==> src/ssag_pkg.sv <==
// Shared types, constants and controller/datapath interface structs of the spiral scan generator.
package ssag_pkg;

  // Default and field widths
  localparam int MAX_DIM_DEF = 128;
  localparam int DIM_CFG_W   = 8;
  localparam int POS_W       = 7;
  localparam int CFG_IDX_W   = 2;
  localparam int IN_DATA_W   = 8;
  localparam int OUT_DATA_W  = 16;

  // Configuration register indexes
  localparam logic [CFG_IDX_W-1:0] REG_GRID_ROWS = 2'd0;
  localparam logic [CFG_IDX_W-1:0] REG_GRID_COLS = 2'd1;
  localparam logic [CFG_IDX_W-1:0] REG_START_ROW = 2'd2;
  localparam logic [CFG_IDX_W-1:0] REG_START_COL = 2'd3;

  // Walk directions
  localparam logic [1:0] DIR_EAST  = 2'd0;
  localparam logic [1:0] DIR_SOUTH = 2'd1;
  localparam logic [1:0] DIR_WEST  = 2'd2;
  localparam logic [1:0] DIR_NORTH = 2'd3;

  typedef struct packed {
    logic restart;   // latch grid, reset walk, emit start cell
    logic step;      // advance the walk by one position
    logic exhaust;   // repeat last cell with exhausted flag
    logic load_out;  // move result into the output register
  } ssag_cmd_t;

  typedef struct packed {
    logic first;     // no cell emitted since reset
    logic done;      // every cell of the grid emitted
    logic hit;       // the step being taken lands inside the grid
  } ssag_status_t;

endpackage

==> src/ssag_ctrl.sv <==
// Controller state machine of the spiral scan generator.
module ssag_ctrl
  import ssag_pkg::*;
(
  input  logic         clk,
  input  logic         rst_n,
  input  logic         in_tvalid,
  output logic         in_tready,
  input  logic         in_restart,
  output logic         out_tvalid,
  input  logic         out_tready,
  input  ssag_status_t status,
  output ssag_cmd_t    cmd
);

  typedef enum logic [2:0] {
    S_IDLE = 3'b001,
    S_WALK = 3'b010,
    S_EMIT = 3'b100
  } state_t;

  state_t state_r, state_nxt;
  logic   out_valid_r, out_valid_nxt;

  assign in_tready  = (state_r == S_IDLE);
  assign out_tvalid = out_valid_r;

  always_comb begin
    state_nxt = state_r;
    cmd       = '0;
    case (state_r)
      S_IDLE: begin
        if (in_tvalid) begin
          if (in_restart || status.first) begin
            cmd.restart = 1'b1;
            state_nxt   = S_EMIT;
          end else if (status.done) begin
            cmd.exhaust = 1'b1;
            state_nxt   = S_EMIT;
          end else begin
            state_nxt = S_WALK;
          end
        end
      end
      S_WALK: begin
        cmd.step = 1'b1;
        if (status.hit) begin
          state_nxt = S_EMIT;
        end
      end
      S_EMIT: begin
        // Hold the result until the output register is free
        if (!out_valid_r || out_tready) begin
          cmd.load_out = 1'b1;
          state_nxt    = S_IDLE;
        end
      end
      default: begin
        state_nxt = S_IDLE;
      end
    endcase
  end

  always_comb begin
    if (cmd.load_out) begin
      out_valid_nxt = 1'b1;
    end else if (out_tready) begin
      out_valid_nxt = 1'b0;
    end else begin
      out_valid_nxt = out_valid_r;
    end
  end

  always_ff @(posedge clk) begin
    if (!rst_n) begin
      state_r     <= S_IDLE;
      out_valid_r <= 1'b0;
    end else begin
      state_r     <= state_nxt;
      out_valid_r <= out_valid_nxt;
    end
  end

endmodule

==> src/ssag_dp.sv <==
// Datapath of the spiral scan generator: config registers, walk position, counters, output register.
module ssag_dp
  import ssag_pkg::*;
#(
  parameter int MAX_DIM = MAX_DIM_DEF
) (
  input  logic                 clk,
  input  logic                 rst_n,
  input  logic                 cfg_we,
  input  logic [CFG_IDX_W-1:0] cfg_index,
  input  logic [DIM_CFG_W-1:0] cfg_data,
  input  ssag_cmd_t            cmd,
  output ssag_status_t         status,
  output logic [POS_W-1:0]     out_row,
  output logic [POS_W-1:0]     out_col,
  output logic                 out_last,
  output logic                 out_exh
);

  localparam int DW   = $clog2(MAX_DIM + 1);
  localparam int WW   = $clog2(MAX_DIM) + 3;
  localparam int LW   = $clog2(MAX_DIM) + 2;
  localparam int CW   = $clog2(MAX_DIM * MAX_DIM + 1);
  localparam int CMPW = (DW > DIM_CFG_W) ? DW : DIM_CFG_W;
  localparam int SW   = (DW > POS_W) ? DW : POS_W;

  logic [DIM_CFG_W-1:0] grid_rows_r, grid_cols_r;
  logic [POS_W-1:0]     start_row_r, start_col_r;

  logic [WW-1:0] walk_row_r, walk_col_r;
  logic [LW-1:0] leg_len_r, leg_prog_r;
  logic [1:0]    leg_dir_r;
  logic [CW-1:0] cells_r, total_r;
  logic [DW-1:0] lat_rows_r, lat_cols_r;
  logic [POS_W-1:0] prev_row_r, prev_col_r;
  logic             res_last_r, res_exh_r;
  logic [POS_W-1:0] out_row_r, out_col_r;
  logic             out_last_r, out_exh_r;

  logic [DW-1:0]   rows_clamp, cols_clamp;
  logic [CMPW-1:0] rows_ext, cols_ext, rows_sat, cols_sat;
  logic [SW-1:0]   srow_sat, scol_sat;
  logic [WW-1:0]   row_step, col_step;
  logic [LW-1:0]   prog_inc;
  logic            leg_wrap, in_grid;
  logic [CW-1:0]   cells_inc;
  logic [2*DW-1:0] grid_prod;

  // Configuration writes
  always_ff @(posedge clk) begin
    if (!rst_n) begin
      grid_rows_r <= DIM_CFG_W'(1);
      grid_cols_r <= DIM_CFG_W'(1);
      start_row_r <= '0;
      start_col_r <= '0;
    end else if (cfg_we) begin
      case (cfg_index)
        REG_GRID_ROWS: grid_rows_r <= cfg_data;
        REG_GRID_COLS: grid_cols_r <= cfg_data;
        REG_START_ROW: start_row_r <= cfg_data[POS_W-1:0];
        REG_START_COL: start_col_r <= cfg_data[POS_W-1:0];
        default: ;
      endcase
    end
  end

  // Clamp grid size to 1..MAX_DIM, saturate start into the grid
  always_comb begin
    rows_ext = CMPW'(grid_rows_r);
    cols_ext = CMPW'(grid_cols_r);
    if (rows_ext == '0) begin
      rows_sat = CMPW'(1);
    end else if (rows_ext > CMPW'(MAX_DIM)) begin
      rows_sat = CMPW'(MAX_DIM);
    end else begin
      rows_sat = rows_ext;
    end
    if (cols_ext == '0) begin
      cols_sat = CMPW'(1);
    end else if (cols_ext > CMPW'(MAX_DIM)) begin
      cols_sat = CMPW'(MAX_DIM);
    end else begin
      cols_sat = cols_ext;
    end
    rows_clamp = DW'(rows_sat);
    cols_clamp = DW'(cols_sat);
    srow_sat = (SW'(start_row_r) < SW'(rows_clamp)) ? SW'(start_row_r)
                                                     : SW'(rows_clamp) - SW'(1);
    scol_sat = (SW'(start_col_r) < SW'(cols_clamp)) ? SW'(start_col_r)
                                                     : SW'(cols_clamp) - SW'(1);
  end

  // One spiral step
  always_comb begin
    row_step = walk_row_r;
    col_step = walk_col_r;
    case (leg_dir_r)
      DIR_EAST:  col_step = walk_col_r + WW'(1);
      DIR_SOUTH: row_step = walk_row_r + WW'(1);
      DIR_WEST:  col_step = walk_col_r - WW'(1);
      DIR_NORTH: row_step = walk_row_r - WW'(1);
      default:   row_step = walk_row_r;
    endcase
    prog_inc = leg_prog_r + LW'(1);
    leg_wrap = (prog_inc >= leg_len_r);
    // Sign bit clear means non-negative, so an unsigned compare suffices
    in_grid  = !row_step[WW-1] && !col_step[WW-1] &&
               (row_step < WW'(lat_rows_r)) && (col_step < WW'(lat_cols_r));
  end

  assign cells_inc    = cells_r + CW'(1);
  assign grid_prod    = lat_rows_r * lat_cols_r;
  assign status.first = (cells_r == '0);
  assign status.done  = (cells_r >= total_r);
  assign status.hit   = in_grid;

  always_ff @(posedge clk) begin
    if (!rst_n) begin
      cells_r <= '0;
    end else if (cmd.restart) begin
      cells_r <= CW'(1);
    end else if (cmd.step && in_grid) begin
      cells_r <= cells_inc;
    end
  end

  always_ff @(posedge clk) begin
    total_r <= CW'(grid_prod);
    if (cmd.restart) begin
      lat_rows_r <= rows_clamp;
      lat_cols_r <= cols_clamp;
      walk_row_r <= WW'(srow_sat);
      walk_col_r <= WW'(scol_sat);
      leg_len_r  <= LW'(1);
      leg_prog_r <= '0;
      leg_dir_r  <= DIR_EAST;
      prev_row_r <= srow_sat[POS_W-1:0];
      prev_col_r <= scol_sat[POS_W-1:0];
      res_last_r <= (rows_clamp == DW'(1)) && (cols_clamp == DW'(1));
      res_exh_r  <= 1'b0;
    end else if (cmd.step) begin
      walk_row_r <= row_step;
      walk_col_r <= col_step;
      if (leg_wrap) begin
        leg_prog_r <= '0;
        leg_dir_r  <= leg_dir_r + 2'd1;
        if (leg_dir_r[0]) begin
          leg_len_r <= leg_len_r + LW'(1);
        end
      end else begin
        leg_prog_r <= prog_inc;
      end
      if (in_grid) begin
        prev_row_r <= row_step[POS_W-1:0];
        prev_col_r <= col_step[POS_W-1:0];
        res_last_r <= (cells_inc == total_r);
        res_exh_r  <= 1'b0;
      end
    end else if (cmd.exhaust) begin
      res_last_r <= 1'b1;
      res_exh_r  <= 1'b1;
    end
    if (cmd.load_out) begin
      out_row_r  <= prev_row_r;
      out_col_r  <= prev_col_r;
      out_last_r <= res_last_r;
      out_exh_r  <= res_exh_r;
    end
  end

  assign out_row  = out_row_r;
  assign out_col  = out_col_r;
  assign out_last = out_last_r;
  assign out_exh  = out_exh_r;

endmodule

==> src/spiral_scan_address_generator_core.sv <==
// Top level of the outward square-spiral scan address generator.
// Usage:
//   Input stream (in_*): one request per transfer; in_tdata[0] = restart.
//   A restart request latches the grid size and start cell from the
//   configuration registers and returns the start cell. An advance request
//   returns the next in-grid cell of the outward spiral; once every cell is
//   out, advance requests repeat the last cell with tuser (exhausted) set.
//   Output stream (out_*): one result per request, tdata = {col, row},
//   tlast = final cell of the grid, tuser = exhausted.
//   Config port (cfg_*): always ready; write only while the block is idle.
// Timing:
//   A request is taken in the idle state, then the walk unit advances one
//   spiral position per cycle until it lands in the grid. A restart or an
//   exhausted request goes from idle straight to the emit state; an advance
//   passes through the walk state, whose steps include skipped out-of-grid
//   positions. The emit state moves the result into the output register.
// Reset and stall:
//   rst_n (synchronous, active low) clears the cell count and restores grid 1x1,
//   start 0,0. A stalled receiver holds the result in the output register;
//   one further request is still taken and worked, then waits for the slot.
module spiral_scan_address_generator_core
  import ssag_pkg::*;
#(
  parameter int MAX_DIM = MAX_DIM_DEF
) (
  input  logic                  clk,
  input  logic                  rst_n,
  input  logic                  in_tvalid,
  output logic                  in_tready,
  input  logic [IN_DATA_W-1:0]  in_tdata,   // [0] restart, [7:1] zero
  output logic                  out_tvalid,
  input  logic                  out_tready,
  output logic [OUT_DATA_W-1:0] out_tdata,  // [6:0] cell_row, [13:7] cell_col, [15:14] zero
  output logic                  out_tlast,  // last_cell
  output logic                  out_tuser,  // [0] exhausted
  input  logic                  cfg_valid,
  output logic                  cfg_ready,
  input  logic [CFG_IDX_W-1:0]  cfg_index,
  input  logic [DIM_CFG_W-1:0]  cfg_data
);

  ssag_cmd_t        cmd;
  ssag_status_t     status;
  logic [POS_W-1:0] cell_row, cell_col;

  // Config writes are taken in any cycle
  assign cfg_ready = 1'b1;

  ssag_ctrl u_ctrl (
    .clk        (clk),
    .rst_n      (rst_n),
    .in_tvalid  (in_tvalid),
    .in_tready  (in_tready),
    .in_restart (in_tdata[0]),
    .out_tvalid (out_tvalid),
    .out_tready (out_tready),
    .status     (status),
    .cmd        (cmd)
  );

  ssag_dp #(
    .MAX_DIM (MAX_DIM)
  ) u_dp (
    .clk       (clk),
    .rst_n     (rst_n),
    .cfg_we    (cfg_valid & cfg_ready),
    .cfg_index (cfg_index),
    .cfg_data  (cfg_data),
    .cmd       (cmd),
    .status    (status),
    .out_row   (cell_row),
    .out_col   (cell_col),
    .out_last  (out_tlast),
    .out_exh   (out_tuser)
  );

  // Pack result fields, lowest field first
  assign out_tdata = {(OUT_DATA_W - 2*POS_W)'(0), cell_col, cell_row};

endmodule

==> config.mk <==
export PLATFORM = sky130hd
export DESIGN_NAME = spiral_scan_address_generator_core
export DESIGN_NICKNAME = d
export VERILOG_FILES = /design/src/ssag_pkg.sv /design/src/ssag_ctrl.sv /design/src/ssag_dp.sv /design/src/spiral_scan_address_generator_core.sv
export SDC_FILE = /design/constraint.sdc
export NUM_CORES = 1
export LEC_CHECK = 0
export ABC_CLOCK_PERIOD_IN_PS = 8350
export BUFFER_PORTS_ARGS = -buffer_cell sky130_fd_sc_hd__buf_2
export CAP_MARGIN = 40
export CORE_MARGIN = 3
export CORE_UTILIZATION = 54
export DETAILED_ROUTE_END_ITERATION = 12
export HOLD_SLACK_MARGIN = 0.02
export PLACE_DENSITY_LB_ADDON = 0.1
export SLEW_MARGIN = 25
export SYNTH_ARGS = -nofsm -noshare
export SYNTH_HDL_FRONTEND = slang
export SYNTH_SLANG_ARGS = --single-unit
==> constraint.sdc <==
create_clock -name clk -period 8.35 [get_ports clk]
set_input_delay 1.67 -clock clk [delete_from_list [all_inputs] [get_ports clk]]
set_output_delay 1.67 -clock clk [all_outputs]
set_load 0.02 [all_outputs]
==> results.json <==
{
  "outcome": "completed",
  "core_um2": 19700,
  "grt_pass1_vias": 7665,
  "cts.path.max_buffers": 2,
  "ys_warn_count": 0,
  "n_antenna_cell": 0,
  "cts_root_buf": "clkbuf_16",
  "cts_resized": 0,
  "final_nets": 1361,
  "critPathMaxFanout": 20,
  "peakVddDrop_v": 0.000196,
  "fin_worst_hold_slack_ps": 421,
  "arrival_ps": 5580,
  "start_kind": "register",
  "drt_iter0_drc": 399,
  "max_slew.worst_pin.slew_ps": 698,
  "synthArstFlopShare_pct": 0,
  "cts_made_buffers": 17,
  "hpwlAfterDp_um": 18000,
  "vias_per_cell": 5.64,
  "critPathKind": "register to register",
  "drc_errors": 0,
  "setup_ws_ps": 2910,
  "routed_wl_um": 23900,
  "p_total_mw": 4.03,
  "vias": 8355,
  "finalCritPeriodShare_pct": 65.2,
  "rows": 51,
  "final_common_cell": "inv_1",
  "p_leak_nw": 5.22,
  "dp_slack_ps": 3040,
  "start_util_pct": 55.8,
  "overflow": 0,
  "cts_tree": "done",
  "dieWidth_um": 149,
  "routedWlPerCell_um": 16.1,
  "slew_headroom_pct": 52.9,
  "synth_seq_cells": 152,
  "finalHoldViolCount": 0,
  "drv_cap": 0,
  "synth_area_um2": 11000,
  "grt_pass1_wl_um": 39300,
  "setup_viol": 0,
  "grt_use_total_pct": 22.1,
  "clock_insertion_delay_worst_skew_ps": 440,
  "synth_edf_count": 63,
  "layout_common_cells": "inv_1, ha_1, nor2_1",
  "cp-end-kind": "register",
  "finalMaxSlewViolations": 0,
  "fmax_mhz": 184,
  "io-pin-count": 44,
  "drtAntennaViolNets": 0,
  "post-cts-setup-buffers": 0,
  "drive_above_1_share_pct": 8.31,
  "cts_htree_levels": 4,
  "synthDistinctLibCells": 85,
  "tns_ps": 0,
  "yosysSeqAreaShare_pct": 33.4,
  "clk_pin_slew_ps": 70,
  "required_ps": 8480,
  "hold_class": "register to register",
  "synthCells": 1192,
  "clock_skew_ps": 14.9,
  "die_y_um": 149,
  "die_area_um2": 22100,
  "powerDensity_nw_per_um2": 339,
  "clock_sinks": 152,
  "period_needed_ps": 5440,
  "place_congestion": 0.869,
  "grt_max_degree": 50,
  "first_pass_iters": 7,
  "yosys_most_used_dff": "dfxtp_1",
  "area.growth.synth_to_final_pct": 8.12,
  "portBuffers": 33,
  "nFillCells": 1724,
  "postCtsHoldBufs": 0,
  "avgSynthCellArea_um2": 9.23,
  "antenna_found_initial": 0,
  "rsz0062_at_grt": "false"
}
-- final timing paths --
kind              cells after the start  slack, ps                      startpoint                      endpoint
setup reg to reg                     18       2910  u_dp.leg_dir_r[0]$_SDFFE_PP0P_  u_dp.prev_col_r[6]$_DFFE_PP_
hold reg to reg                       0        420    u_dp.prev_col_r[6]$_DFFE_PP_     u_dp.out_col[6]$_DFFE_PP_
setup / recovery                     18       2910  u_dp.leg_dir_r[0]$_SDFFE_PP0P_  u_dp.prev_col_r[6]$_DFFE_PP_
hold / removal                        0        420    u_dp.prev_col_r[6]$_DFFE_PP_     u_dp.out_col[6]$_DFFE_PP_
-- power breakdown --
group          total, mW  leakage, nW  switching [mW]  internal (mW)
Combinational       2.12         3.63            1.24          0.885
Sequential          1.16         1.32           0.143           1.01
Clock              0.752        0.281           0.353          0.399
-- sequential cells by signal, indices dropped and copies added (netlist names), 2 cells and up --
signal / cells
u_dp.start_row_r: 7
u_dp.out_col: 7
u_dp.walk_row_r: 10
u_dp.out_row: 7
u_dp.lat_cols_r: 8
u_dp.prev_col_r: 7
u_dp.prev_row_r: 7
u_dp.leg_prog_r: 9
u_dp.lat_rows_r: 8
u_dp.start_col_r: 7
u_dp.leg_dir_r: 2
u_dp.total_r: 15
u_ctrl.state_r: 3
u_dp.cols_ext: 8
u_dp.walk_col_r: 10
u_dp.cells_r: 15
u_dp.grid_rows_r: 8
u_dp.leg_len_r: 9
-- Yosys cell counts (all sizes together), types with 4 or more instances --
master,number,area share (%)
a211oi,10,0.73
a21boi,4,0.27
a21o,10,0.68
a21oi,48,2.2
a31oi,14,0.80
a32o,5,0.45
a41oi,5,0.40
and2,20,1.1
and3,17,0.97
buf,19,1.2
clkbuf,32,1.2
dfxtp,89,16
edfxtp,63,17
fa,35,6.4
ha,100,11
inv,120,4.1
mux2i,54,4.9
nand2,70,2.4
nand2b,26,1.5
nand3,28,1.3
nand3b,6,0.41
nand4,20,1.1
nor2,98,3.4
nor2b,43,2.5
nor3,24,1.1
nor3b,7,0.48
nor4,7,0.40
nor4b,4,0.38
o211ai,5,0.34
o21a,8,0.55
o21ai,45,2.0
o221ai,4,0.32
o311ai,8,0.64
o31ai,6,0.41
or2,6,0.34
or3,13,0.75
or4,4,0.31
xnor2,44,3.5
xor2,22,1.8
-- cells by family (layout without fill, tap and decap cells) --
logic type / Yosys count / count (layout) / share of synthesized area (%)
flip-flops: 152 / 152 / 33.4
other: 2 / 3 / 0.0682
XOR/XNOR: 66 / 66 / 5.25
AO/OA/AOI/OAI: 202 / 202 / 12.4
AND/OR/NAND/NOR: 403 / 403 / 19.2
multiplexers: 57 / 57 / 5.22
adder cells (fa/ha/maj): 135 / 135 / 17.7
buffers and inverters: 175 / 198 / 6.73
-- layout make-up --
cell class / instances / area, um2 / area share, %
Tap cell: 265 / 332 / 2.79
Inverter: 123 / 462 / 3.88
Timing Repair Buffer: 43 / 253 / 2.12
Sequential cell: 152 / 3670 / 30.9
Clock buffer: 17 / 425 / 3.58
Clock inverter: 15 / 151 / 1.27
Multi-Input combinational cell: 866 / 6600 / 55.5
-- routing by layer --
| metal | wire length, um | track usage (%) | share of wire, % | up-vias |
|---|---|---|---|---|
| li1 | - | - | - | 4197 |
| met1 | 11300 | 30.7 | 47 | 3939 |
| met2 | 11100 | 35.7 | 46 | 183 |
| met3 | 1070 | 4.01 | 4.5 | 36 |
| met4 | 473 | 6.09 | 2.0 | 0 |
| met5 | 0 | 0 | 0 | - |
-- per-stage QoR --
step                      util [%]  area (um2)  instances
after floorplan                  -       11000       1193
after global placement        57.1       11300       1443
after detailed placement      57.2       11300       1445
after CTS                     60.1       11900       1477
after global routing          60.3       11900       1481
final                         60.3       11900       1481
-- critical path, cell delays in order, from the launching register on --
cell and delay (ps):
dfxtp_1 480, inv_1 130, ha_1 460, xor2_1 260, ha_1 240, and3b_1 180, o21ai_0 260, a2111o_1 270
nand2_1 70, a211oi_1 280, xor2_1 280, ha_1 300, o21ai_0 160, a21oi_1 70, a211oi_1 470, and2_1 220
mux2i_1 170, o31ai_2 530, buf_4 320
Note: power is estimated with default switching activity, not from simulation.
